`config.mk`:
```
export PLATFORM = sky130hd
export DESIGN_NAME = lzpwc_literal_buf
export DESIGN_NICKNAME = d
export VERILOG_FILES = /design/src/hdl/lzpwc_pkg.sv /design/src/hdl/lzpwc_literal_buf.sv
export SDC_FILE = /design/constraint.sdc
export NUM_CORES = 1
export LEC_CHECK = 0
export BUFFER_PORTS_ARGS = -buffer_cell sky130_fd_sc_hd__buf_2
export CORE_MARGIN = 3
export CORE_UTILIZATION = 65
export DETAILED_ROUTE_END_ITERATION = 12
export PLACE_DENSITY = 0.86
export SETUP_SLACK_MARGIN = 0.1
export SLEW_MARGIN = 20
export SYNTH_ARGS = -nofsm -noshare
export SYNTH_HDL_FRONTEND = slang
export SYNTH_SLANG_ARGS = --single-unit
```
`constraint.sdc`:
```
create_clock -name clock -period 3.3 [get_ports clock]
set_input_delay 0 -clock clock [delete_from_list [all_inputs] [get_ports clock]]
set_output_delay 0 -clock clock [all_outputs]
set_load 0.1 [all_outputs]
```
`src/hdl/lzpwc_pkg.sv`:
```
// Shared types and constants for the LZP word compressor.
package lzpwc_pkg;

   localparam int WORD_W     = 16;
   localparam int LIT_DEPTH  = 16;
   localparam int LIT_IDX_W  = 4;
   localparam int CNT_W      = 5;
   localparam int HASH_SHIFT = 4;

   typedef enum logic [2:0] {
      ST_CLEAR,
      ST_IDLE,
      ST_LOOKUP,
      ST_FLAGS,
      ST_LITS
   } state_type;

   typedef struct packed {
      logic                 en;
      logic [LIT_IDX_W-1:0] addr;
      logic [WORD_W-1:0]    data;
   } lit_wr_type;

endpackage

```
`src/hdl/lzpwc_literal_buf.sv`:
```
// Literal buffer: holds the missed words of the current block in arrival order.
module lzpwc_literal_buf (
   input  logic                              clock,
   input  lzpwc_pkg::lit_wr_type             wr,
   input  logic                              rd_en,
   input  logic [lzpwc_pkg::LIT_IDX_W-1:0]   rd_addr,
   output logic [lzpwc_pkg::WORD_W-1:0]      rd_data
);
   import lzpwc_pkg::*;

   logic [WORD_W-1:0] mem [LIT_DEPTH];
   logic [WORD_W-1:0] rd_data_ff;

   always_ff @(posedge clock) begin
      if (wr.en) begin
         mem[wr.addr] <= wr.data;
      end
   end

   always_ff @(posedge clock) begin
      if (rd_en) begin
         rd_data_ff <= mem[rd_addr];
      end
   end

   assign rd_data = rd_data_ff;

endmodule

```
==> impl_metrics.env, run 1 <==
export IMPL_status="finished clean"
export IMPL_drcViolationCount=0
export IMPL_critPathLaunch="rd_addr[0]"
export IMPL_cts_hold_buf=16
export IMPL_place_ws_ps=1236
export IMPL_vias_per_cell=6.707
export IMPL_clock_fmax_mhz=652.6
export IMPL_worstPathCellList="buf_4, buf_4, mux4_1, a22oi_1, nand2_1"
export IMPL_worst_ep_required_time_ps=3560
export IMPL_drt_total_wl_mm=22.50
export IMPL_cts_buffer_depth=3
export IMPL_ys_top_cells_by_area="edfxtp_1 80%, mux4_2 12%, mux4_1 2.6%"
export IMPL_timing_final_crit_share_pct=46.43
export IMPL_hpwl_mm=11.80
export IMPL_setup_viol=0
export IMPL_n_antenna_cell=0
export IMPL_fillers=769
export IMPL_drtIter0Drc=593
export IMPL_drive_above_1_share_pct=31.72
export IMPL_crit_type="in -> reg"
export IMPL_r2r_start="mem[9][4]$_DFFE_PP_"
export IMPL_die_h_um=131.3
export IMPL_cts_made_buffers=26
export IMPL_cp_slowest_cell="mux4_1"
export IMPL_num_vias=5010
export IMPL_die_x_um=131.3
export IMPL_slowest_delay_ps=620
export IMPL_postCtsSetupBuffers=0
export IMPL_cp_max_fo=30
export IMPL_start_kind="primary input"
export IMPL_min_period_ps=1532
export IMPL_gp_congestion=0.7377
export IMPL_skew_ps=8.363
export IMPL_syn_area_um2=10200
export IMPL_fin_tns_setup_ps=0
export IMPL_path_common_cell="buf_4"
export IMPL_yosysSeqAreaShare_pct=80.05
export IMPL_reg2reg_slack_ps=1780
export IMPL_nets=547
export IMPL_syn_avg_cell_area_um2=23.62
export IMPL_layout_setup_ws_ps=1768
export IMPL_placed_cells=687
export IMPL_max_cap_violations=0
export IMPL_drt_pass1_iterations=5
export IMPL_crit_buf_inv=2
export IMPL_boundaryPins=43
export IMPL_post_cts_resized=0
export IMPL_ys_warnings_count=0
export IMPL_clkLatencyLatePin_ps=520
export IMPL_crit_arrival_ps=1800
export IMPL_grt_overflow_total=0
export IMPL_antenna_found_initial=0
export IMPL_vdd_ir_drop_worst_mv=0.5158
export IMPL_ant_nets=0
export IMPL_initial_core_util_pct=66.87
export IMPL_worst_pin_slew_ps=929.7
export IMPL_postSynthCellCount=432
export IMPL_hold_path_class="in -> reg"
export IMPL_die_area_um2=17240
export IMPL_wl_per_cell_um=30.13
export IMPL_cpLargestDelayFamily="buffers and inverters"
export IMPL_ys_ff_latch=272
export IMPL_port_buffers=42
export IMPL_rsz0062_at_grt="no"
export IMPL_grt_pass1_wl_mm=33.96
export IMPL_final_cell_count_no_fill=747
export IMPL_synth_top_area_share_pct=80.05
export IMPL_fp_row_count=45
export IMPL_endpoint_kind="flop"
export IMPL_syn2layout_area_growth_pct=15.06
export IMPL_p_leak_nw=3.839
export IMPL_cts_clk_slew_worst_paths_ps=60
export IMPL_power_w=0.007149
export IMPL_final_hold_viol_count=0
export IMPL_ctsRootBufferMaster="clkbuf_16"
export IMPL_regArea_um2=8168
export IMPL_worstHoldStart="rd_en"
export IMPL_syn_num_nets=459
export IMPL_htree_num_levels=1
export IMPL_synth_cell_types=18
export IMPL_power_density_nw_per_um2=609.0
export IMPL_cts_tree="yes"
export IMPL_grt_max_degree=38
export IMPL_grt_usage_pct=27.01
export IMPL_slew_headroom_pct=38.02
export IMPL_drv_slew=0
export IMPL_yosys_area_top_type="edfxtp_1"
export IMPL_fp_coreArea_um2=15260
export IMPL_grt_pass1_vias=5279
export IMPL_multi_input_area_um2=1962
export IMPL_cts_sinks=272
-- registers in the layout, indices dropped and copies added, names as in the netlist --
name     cells
mem        256
rd_data     16
-- logic make-up after synthesis --
family	count (synthesis)	share of synthesized area (%)
AOI/OAI and AO/OA	32	2.354
buffers and inverters	21	1.214
DFF	272	80.05
muxes	64	14.49
and+or+nand+nor	43	1.888
-- final timing paths --
kind,to,cells after the start
setup / recovery,rd_data[10]$_DFFE_PP_,5
hold / removal,rd_data[12]$_DFFE_PP_,1
setup reg to reg,rd_data[4]$_DFFE_PP_,3
hold reg to reg,rd_data[10]$_DFFE_PP_,3
-- synth_stat cells, drive strengths merged --
| cell type | count |
|---|---|
| edfxtp | 272 |
| nand3b | 2 |
| mux4 | 64 |
| or3b | 1 |
| a22oi | 32 |
| nor2 | 13 |
| nand2 | 17 |
| clkbuf | 8 |
| nand2b | 2 |
| nor3 | 4 |
| nand3 | 1 |
| nor2b | 2 |
| buf | 13 |
| and2 | 1 |
-- report_power, final --
part           switching (W)  leakage [nW]  internal, W
Combinational       0.000323         0.986     0.000152
Clock                0.00120         0.380      0.00156
Sequential         0.0000246          2.47      0.00389
Total                0.00155          3.84      0.00560
-- per-layer routing --
layer | GRT usage, % | up-vias | share of wire (%)
met1 | 39.48 | 2553 | 38
met2 | 42.57 | 360 | 49
met3 | 5.130 | 70 | 9.6
met5 | 0 | - | 0
met4 | 9.160 | 0 | 3.3
li1 | - | 2027 | -
-- layout make-up --
class	count	share of cell area [%]
clock inverters	12	0.6927
well taps	211	2.249
multi-input cells	139	16.71
flip-flops and latches	272	69.57
clock buffers	32	5.915
repair buffers	81	4.860
-- stage by stage --
stage                     cell area (µm²)  hold WS [ps]  utilization [%]
final                               11740         32.85            76.94
after global routing                11740         33.73            76.94
after floorplan                     10200         98.87                -
after global placement              10800         352.9            70.81
after CTS                           11740         25.57            76.94
after detailed placement            10800         384.5            70.81
-- worst register-to-register path, delay by kind of cell, from the launching register on --
kind             cells  cell delay [ps]
AO/OA/AOI/OAI        1              240
AND/OR/NAND/NOR      1               80
multiplexers         1              560
flip-flops           1              390
-- cell usage in the layout (no fill, tap or decap) --
cell type | netlist | final
buf_4 | 3 | 22
clkinv_2 | 0 | 5
nand3b_1 | 2 | 2
mux4_1 | 10 | 10
bufinv_16 | 0 | 1
nor3_2 | 0 | 4
clkbuf_16 | 0 | 27
nor2_1 | 13 | 1
nor2b_1 | 2 | 2
dlygate4sd3_1 | 0 | 16
mux4_2 | 54 | 54
and2_1 | 1 | 1
a22oi_1 | 32 | 32
nand2b_1 | 2 | 2
clkinv_1 | 0 | 5
nand2_1 | 17 | 17
buf_2 | 3 | 41
edfxtp_1 | 272 | 272
nor2_2 | 0 | 12
nand3_1 | 1 | 1
or3b_2 | 1 | 1
clkbuf_1 | 8 | 5
clkinvlp_4 | 0 | 1
buf_12 | 0 | 2
Note: power is estimated with default switching activity, not from simulation.
==> inputs of run 2 (changes only) <==
--- a/config.mk
+++ b/config.mk
@@ -5,11 +5,12 @@
 export SDC_FILE = /design/constraint.sdc
 export NUM_CORES = 1
 export LEC_CHECK = 0
+export ABC_AREA = 1
 export BUFFER_PORTS_ARGS = -buffer_cell sky130_fd_sc_hd__buf_2
 export CORE_MARGIN = 3
-export CORE_UTILIZATION = 65
+export CORE_UTILIZATION = 56
 export DETAILED_ROUTE_END_ITERATION = 12
-export PLACE_DENSITY = 0.86
+export PLACE_DENSITY = 0.79
 export SETUP_SLACK_MARGIN = 0.1
 export SLEW_MARGIN = 20
 export SYNTH_ARGS = -nofsm -noshare
==> constraint.sdc (replaced) <==
create_clock -name clock -period 1.3 [get_ports clock]
set_input_delay 0 -clock clock [delete_from_list [all_inputs] [get_ports clock]]
set_output_delay 0 -clock clock [all_outputs]
set_load 0.1 [all_outputs]
==> run 2 against run 1 <==
  * Non-clock buffer count is 22 higher
  * Critical endpoint is now rd_data[7]
  * Count of clock-buffer cells in the layout stayed put
  * Largest power group unchanged
  * Die area is 30% higher
  * First-iteration DRC count is 25% higher
  * Sequential cell count stayed put
  * Clock power grew to 2.7 times the previous value
  * Final area is 16% higher
  * Global-route usage is 1.4 points lower
  * Via count is 57% higher
  * Core utilization is 8.2 points lower
==> impl_metrics.env, run 2 <==
export IMPL_slew_headroom_pct=60.07
export IMPL_drv_slew=0
export IMPL_p_leak_nw=5.803
export IMPL_yosys_area_top_type="edfxtp_1"
export IMPL_ctsRootBufferMaster="clkbuf_16"
export IMPL_holdPathStages=3
export IMPL_antenna_found_initial=0
export IMPL_asyncSetResetFlopFracSynth_pct=0
export IMPL_postSynthCellCount=1074
export IMPL_r2r_start="mem[0][9]$_DFFE_PP_"
export IMPL_num_vias=7885
export IMPL_nets=1183
export IMPL_start_kind="flop"
export IMPL_cts_made_buffers=28
export IMPL_syn_num_nets=1101
export IMPL_crit_type="reg -> out"
export IMPL_cts_buffer_depth=3
export IMPL_yosysMostFrequentCell="nand2_1"
export IMPL_cts_clk_slew_worst_paths_ps=60
export IMPL_power_density_nw_per_um2=1404
export IMPL_die_area_um2=22370
export IMPL_status="finished clean"
export IMPL_vdd_ir_drop_worst_mv=1.497
export IMPL_max_cap_violations=0
export IMPL_largest_reg_flops=256
export IMPL_port_buffers=42
export IMPL_crit_buf_inv=1
export IMPL_grt_usage_pct=25.63
export IMPL_ys_ff_latch=272
export IMPL_syn2layout_area_growth_pct=18.21
export IMPL_grt_pass1_wl_mm=43.24
export IMPL_hold_path_class="in -> reg"
export IMPL_rsz0062_at_grt="yes"
export IMPL_skew_ps=8.896
export IMPL_synth_edf_count=272
export IMPL_multi_input_area_um2=2375
export IMPL_endpoint_kind="primary output"
export IMPL_ys_warnings_count=0
export IMPL_place_ws_ps=81.24
export IMPL_clkLatencyLatePin_ps=540
export IMPL_drt_pass1_iterations=5
export IMPL_fin_tns_setup_ps=0
export IMPL_syn_area_um2=11540
export IMPL_final_hold_viol_count=0
export IMPL_gp_congestion=0.8270
export IMPL_fillers=1313
export IMPL_holdPathEnd="mem[3][10]$_DFFE_PP_"
export IMPL_grt_overflow_total=0
export IMPL_fp_coreArea_um2=19850
export IMPL_grt_max_degree=53
export IMPL_cp_slowest_cell="edfxtp_1"
export IMPL_ys_top_cells_by_area="edfxtp_1 71%, nand2_1 11%, nand3_1 8.4%"
export IMPL_syn_avg_cell_area_um2=10.75
export IMPL_r2r_end="rd_data[9]$_DFFE_PP_"
export IMPL_hpwl_mm=15.38
export IMPL_worst_pin_slew_ps=598.9
export IMPL_cts_tree="yes"
export IMPL_final_common_cell="nand2_1"
export IMPL_worst_ep_required_time_ps=1300
export IMPL_rr_worst_depth=6
export IMPL_worstPathCellList="buf_6"
export IMPL_ant_nets=0
export IMPL_setup_viol=0
export IMPL_wl_per_cell_um=19.49
export IMPL_synthTopCellsByCount="341 x nand2_1, 272 x edfxtp_1, 196 x inv_1"
export IMPL_initial_core_util_pct=58.16
export IMPL_yosysSeqAreaShare_pct=70.77
export IMPL_synth_cell_types=12
export IMPL_reg2reg_slack_ps=170
export IMPL_synth_ff_type="edfxtp_1"
export IMPL_mostFrequentLayoutCells="341 x nand2_1, 272 x edfxtp_1, 196 x inv_1"
export IMPL_crit_arrival_ps=1220
export IMPL_min_period_ps=1224
export IMPL_worstHoldStart="wr[16]"
export IMPL_power_w=0.01916
export IMPL_postCtsSetupBuffers=0
export IMPL_drive_above_1_share_pct=12.17
export IMPL_clock_fmax_mhz=817.1
export IMPL_synth_top_area_share_pct=70.77
export IMPL_cts_sinks=272
export IMPL_grt_pass1_vias=7789
export IMPL_cp_max_fo=1
export IMPL_largest_register="mem"
export IMPL_vias_per_cell=5.476
export IMPL_cpLargestDelayFamily="flip-flops"
export IMPL_placed_cells=1373
export IMPL_layout_setup_ws_ps=76.19
export IMPL_timing_final_crit_share_pct=94.14
export IMPL_drt_total_wl_mm=28.07
export IMPL_fp_row_count=51
export IMPL_n_antenna_cell=0
export IMPL_die_h_um=149.6
export IMPL_drtIter0Drc=740
export IMPL_slowest_delay_ps=460
export IMPL_drcViolationCount=0
export IMPL_regArea_um2=8168
export IMPL_htree_num_levels=1
export IMPL_final_cell_count_no_fill=1440
export IMPL_boundaryPins=43
export IMPL_die_x_um=149.6
## run 2: worst max-delay path by stage
stage / depth (start not counted) / endpoint / slack [ps] / startpoint
5_1_grt: 1 / rd_data[7] / 60 / rd_data[7]$_DFFE_PP_
4_1_cts: 1 / rd_data[7] / 50 / rd_data[7]$_DFFE_PP_
6_report: 1 / rd_data[7] / 80 / rd_data[7]$_DFFE_PP_
2_1_floorplan: 2 / mem[10][0]$_DFFE_PP_ / 0.4 / wr[18]
3_3_place_gp: 8 / rd_data[10]$_DFFE_PP_ / 130 / rd_addr[0]
3_5_place_dp: 9 / rd_data[10]$_DFFE_PP_ / 80 / rd_addr[0]
## run 2: where the power goes
group	switching [W]	internal, W	leakage (nW)
Combinational	0.00114	0.000489	2.91
Sequential	0.0000702	0.00988	2.47
Clock	0.00316	0.00442	0.426
Total	0.00437	0.0148	5.80
## run 2: timing repair
item	in CTS	in global routing
gates resized for setup	27	4
hold endpoints to repair	267	0
endpoints found under the setup margin	16	9
hold buffers	18	0
pin swaps	0	1
## run 2: cell families after synthesis
group	count (synthesis)	share of synthesized area, %
flip-flops	272	70.77
AND/OR/NAND/NOR	553	20.14
buffers and inverters	249	9.085
## run 2: routing by layer
layer	GRT usage (%)	up-vias	wire (µm)
met5	0	-	0
li1	-	3642	-
met4	8.833	0	1062
met3	3.301	74	2583
met2	43.76	430	13880
met1	34.37	3739	10540
## run 2: per-stage QoR
step	area, µm²	utilization [%]	hold slack, ps
6_report	13640	68.75	79.45
3_5_place_dp	12490	62.96	383.0
2_1_floorplan	11560	-	98.87
3_3_place_gp	12490	62.96	380.4
4_1_cts	13630	68.66	67.31
5_1_grt	13640	68.75	87.86
## run 2: final cells by class
cell class                      instances  area share, %
Sequential cell                       272          59.87
Multi-Input combinational cell        553          17.41
Timing Repair Buffer                  103          8.474
Inverter                              198          5.457
Clock buffer                           32          5.402
Tap cell                              265          2.430
Clock inverter                         17         0.9629
## run 2: worst reg2reg max path, cell delays in order (launching register included)
cell and delay (ps):
edfxtp_1 360, inv_1 80, nand2_1 70, nand3_1 100
nand3_1 100, nand3_2 90, nand2_1 70
==> inputs of run 3 (changes only) <==
--- a/config.mk
+++ b/config.mk
@@ -7,6 +7,7 @@
 export LEC_CHECK = 0
 export ABC_AREA = 1
 export BUFFER_PORTS_ARGS = -buffer_cell sky130_fd_sc_hd__buf_2
+export CORE_ASPECT_RATIO = 0.9
 export CORE_MARGIN = 3
 export CORE_UTILIZATION = 56
 export DETAILED_ROUTE_END_ITERATION = 12
==> run 3 against run 2 <==
  * Core utilization fell by 1.8 points
  * Die area barely moved
  * Non-clock buffer count rose by 3
  * First-iteration DRC count rose by 25%
  * Via count rose by 0.47%
  * Highest routed layer unchanged
  * Critical path depth did not move
  * Register-to-register slack got worse by 40 ps
  * Global-route usage fell by 0.55 points
==> impl_metrics.env, run 3 (synthesized netlist as in run 2, its figures left out) <==
export IMPL_die_x_um=157.3
export IMPL_fp_coreArea_um2=20110
export IMPL_syn2layout_area_growth_pct=16.63
export IMPL_boundaryPins=43
export IMPL_rr_worst_depth=6
export IMPL_drive_above_1_share_pct=12.37
export IMPL_antenna_found_initial=1
export IMPL_holdPathStages=4
export IMPL_htree_num_levels=1
export IMPL_holdWs_ps=143.5
export IMPL_cts_buffer_depth=3
export IMPL_p_leak_nw=5.738
export IMPL_worstPathCellList="buf_6"
export IMPL_clkLatencyLatePin_ps=520
export IMPL_endpoint_kind="primary output"
export IMPL_slowest_delay_ps=450
export IMPL_gp_congestion=0.7965
export IMPL_worst_pin_slew_ps=701.0
export IMPL_route_met2_wl_mm=13.07
export IMPL_wl_per_cell_um=19.17
export IMPL_cts_made_buffers=27
export IMPL_power_w=0.01830
export IMPL_met1_length_mm=10.56
export IMPL_setup_viol=0
export IMPL_vias_per_cell=5.548
export IMPL_seqPwrFrac_pct=54.3
export IMPL_clock_fmax_mhz=833.3
export IMPL_grt_pass1_vias=7914
export IMPL_status="finished clean"
export IMPL_slew_headroom_pct=53.22
export IMPL_start_kind="flop"
export IMPL_cp_slowest_cell="edfxtp_1"
export IMPL_p_sw_share_pct=22.93
export IMPL_drtIter0Drc=928
export IMPL_fp_row_count=49
export IMPL_grt_max_degree=105
export IMPL_die_h_um=142.2
export IMPL_min_period_ps=1200
export IMPL_mostFrequentLayoutCells="338 x nand2_1, 272 x edfxtp_1, 196 x inv_1"
export IMPL_drt_total_wl_mm=27.37
export IMPL_fin_area_um2=13460
export IMPL_cts_sinks=272
export IMPL_port_buffers=42
export IMPL_hold_path_class="in -> reg"
export IMPL_cp_max_fo=1
export IMPL_hpwl_mm=15.81
export IMPL_wl_met3_mm=2.696
export IMPL_drcViolationCount=0
export IMPL_vdd_ir_drop_worst_mv=0.9679
export IMPL_largest_register="mem"
export IMPL_grt_pass1_wl_mm=42.76
export IMPL_p_int_w=0.01410
export IMPL_dpl_cell_area_um2=12450
export IMPL_grt_overflow_total=0
export IMPL_cts_tree="yes"
export IMPL_postCtsSetupBuffers=0
export IMPL_rsz0062_at_grt="yes"
export IMPL_skew_ps=7.166
export IMPL_clkPwrFrac_pct=36.8
export IMPL_final_common_cell="nand2_1"
export IMPL_final_hold_viol_count=0
export IMPL_grt_usage_pct=25.08
export IMPL_num_vias=7922
export IMPL_crit_arrival_ps=1200
export IMPL_cts_clk_slew_worst_paths_ps=60
export IMPL_die_area_um2=22370
export IMPL_nets=1185
export IMPL_crit_type="reg -> out"
export IMPL_drv_slew=0
export IMPL_crit_buf_inv=1
export IMPL_dr_max_layer_used="met4"
export IMPL_power_switching_w=0.004197
export IMPL_worstSetupPathDepth=1
export IMPL_worst_ep_required_time_ps=1300
export IMPL_power_density_nw_per_um2=1360
export IMPL_pwr_share_comb_pct=8.8
export IMPL_max_cap_violations=0
export IMPL_drt_pass1_iterations=7
export IMPL_largest_reg_flops=256
export IMPL_ant_nets=0
export IMPL_timing_final_crit_share_pct=92.31
export IMPL_ctsRootBufferMaster="clkbuf_16"
export IMPL_cpLargestDelayFamily="flip-flops"
export IMPL_initial_core_util_pct=57.39
## run 3: changes by cell type in the layout (fill, tap and decap cells not counted), sizes merged
cell and delta:
clkinv -5, buf +4, bufinv -2, clkbuf +2, clkinvlp -1, diode +1, dlygate4sd3 -1
## run 3: final timing paths
path,from,endpoint,slack (ps)
max,rd_data[13]$_DFFE_PP_,rd_data[13],100
min,rd_addr[3],rd_data[7]$_DFFE_PP_,140
max reg2reg,mem[13][8]$_DFFE_PP_,rd_data[8]$_DFFE_PP_,130
min reg2reg,mem[10][11]$_DFFE_PP_,rd_data[11]$_DFFE_PP_,740
## run 3: per-stage QoR
stage | setup TNS [ps] | std cells | util, % | setup WS [ps]
2_1_floorplan | 0 | 1074 | - | 0.4171
3_3_place_gp | 0 | 1367 | 61.91 | 36.45
3_5_place_dp | -14.40 | 1367 | 61.91 | -14.40
4_1_cts | 0 | 1427 | 66.74 | 36.73
5_1_grt | 0 | 1428 | 66.94 | 61.95
6_report | 0 | 1428 | 66.94 | 99.97
## run 3: final cells by class
cell class | instances | area [µm²]
inverter | 198 | 744.5
timing repair buffer | 106 | 1090
clock buffer | 34 | 701.9
tap | 255 | 319.1
fill | 1395 | 6649
multi-input combinational | 553 | 2397
sequential | 272 | 8168
antenna | 1 | 2.502
clock inverter | 9 | 37.54
## run 3: power groups by stage
stage	sequential [W]	clock (W)	combinational [W]
after detailed placement	0.0101	0	0.00151
after floorplan	0.0104	0	0.000666
after CTS	0.00994	0.00682	0.00160
after global placement	0.0101	0	0.00146
final	0.00994	0.00674	0.00161
after global routing	0.00995	0.00717	0.00174
## run 3: routing by layer
layer | global-route usage, % | vias to the layer above
met3 | 4.135 | 80
met5 | 0 | -
li1 | - | 3636
met1 | 34.84 | 3762
met4 | 8.539 | 0
met2 | 40.94 | 444
## run 3: repair_timing
item,CTS,global route
hold buffers,17,0
endpoints found under the setup margin,17,6
resized for setup,22,9
hold endpoints to repair,263,0
pin swaps,2,1
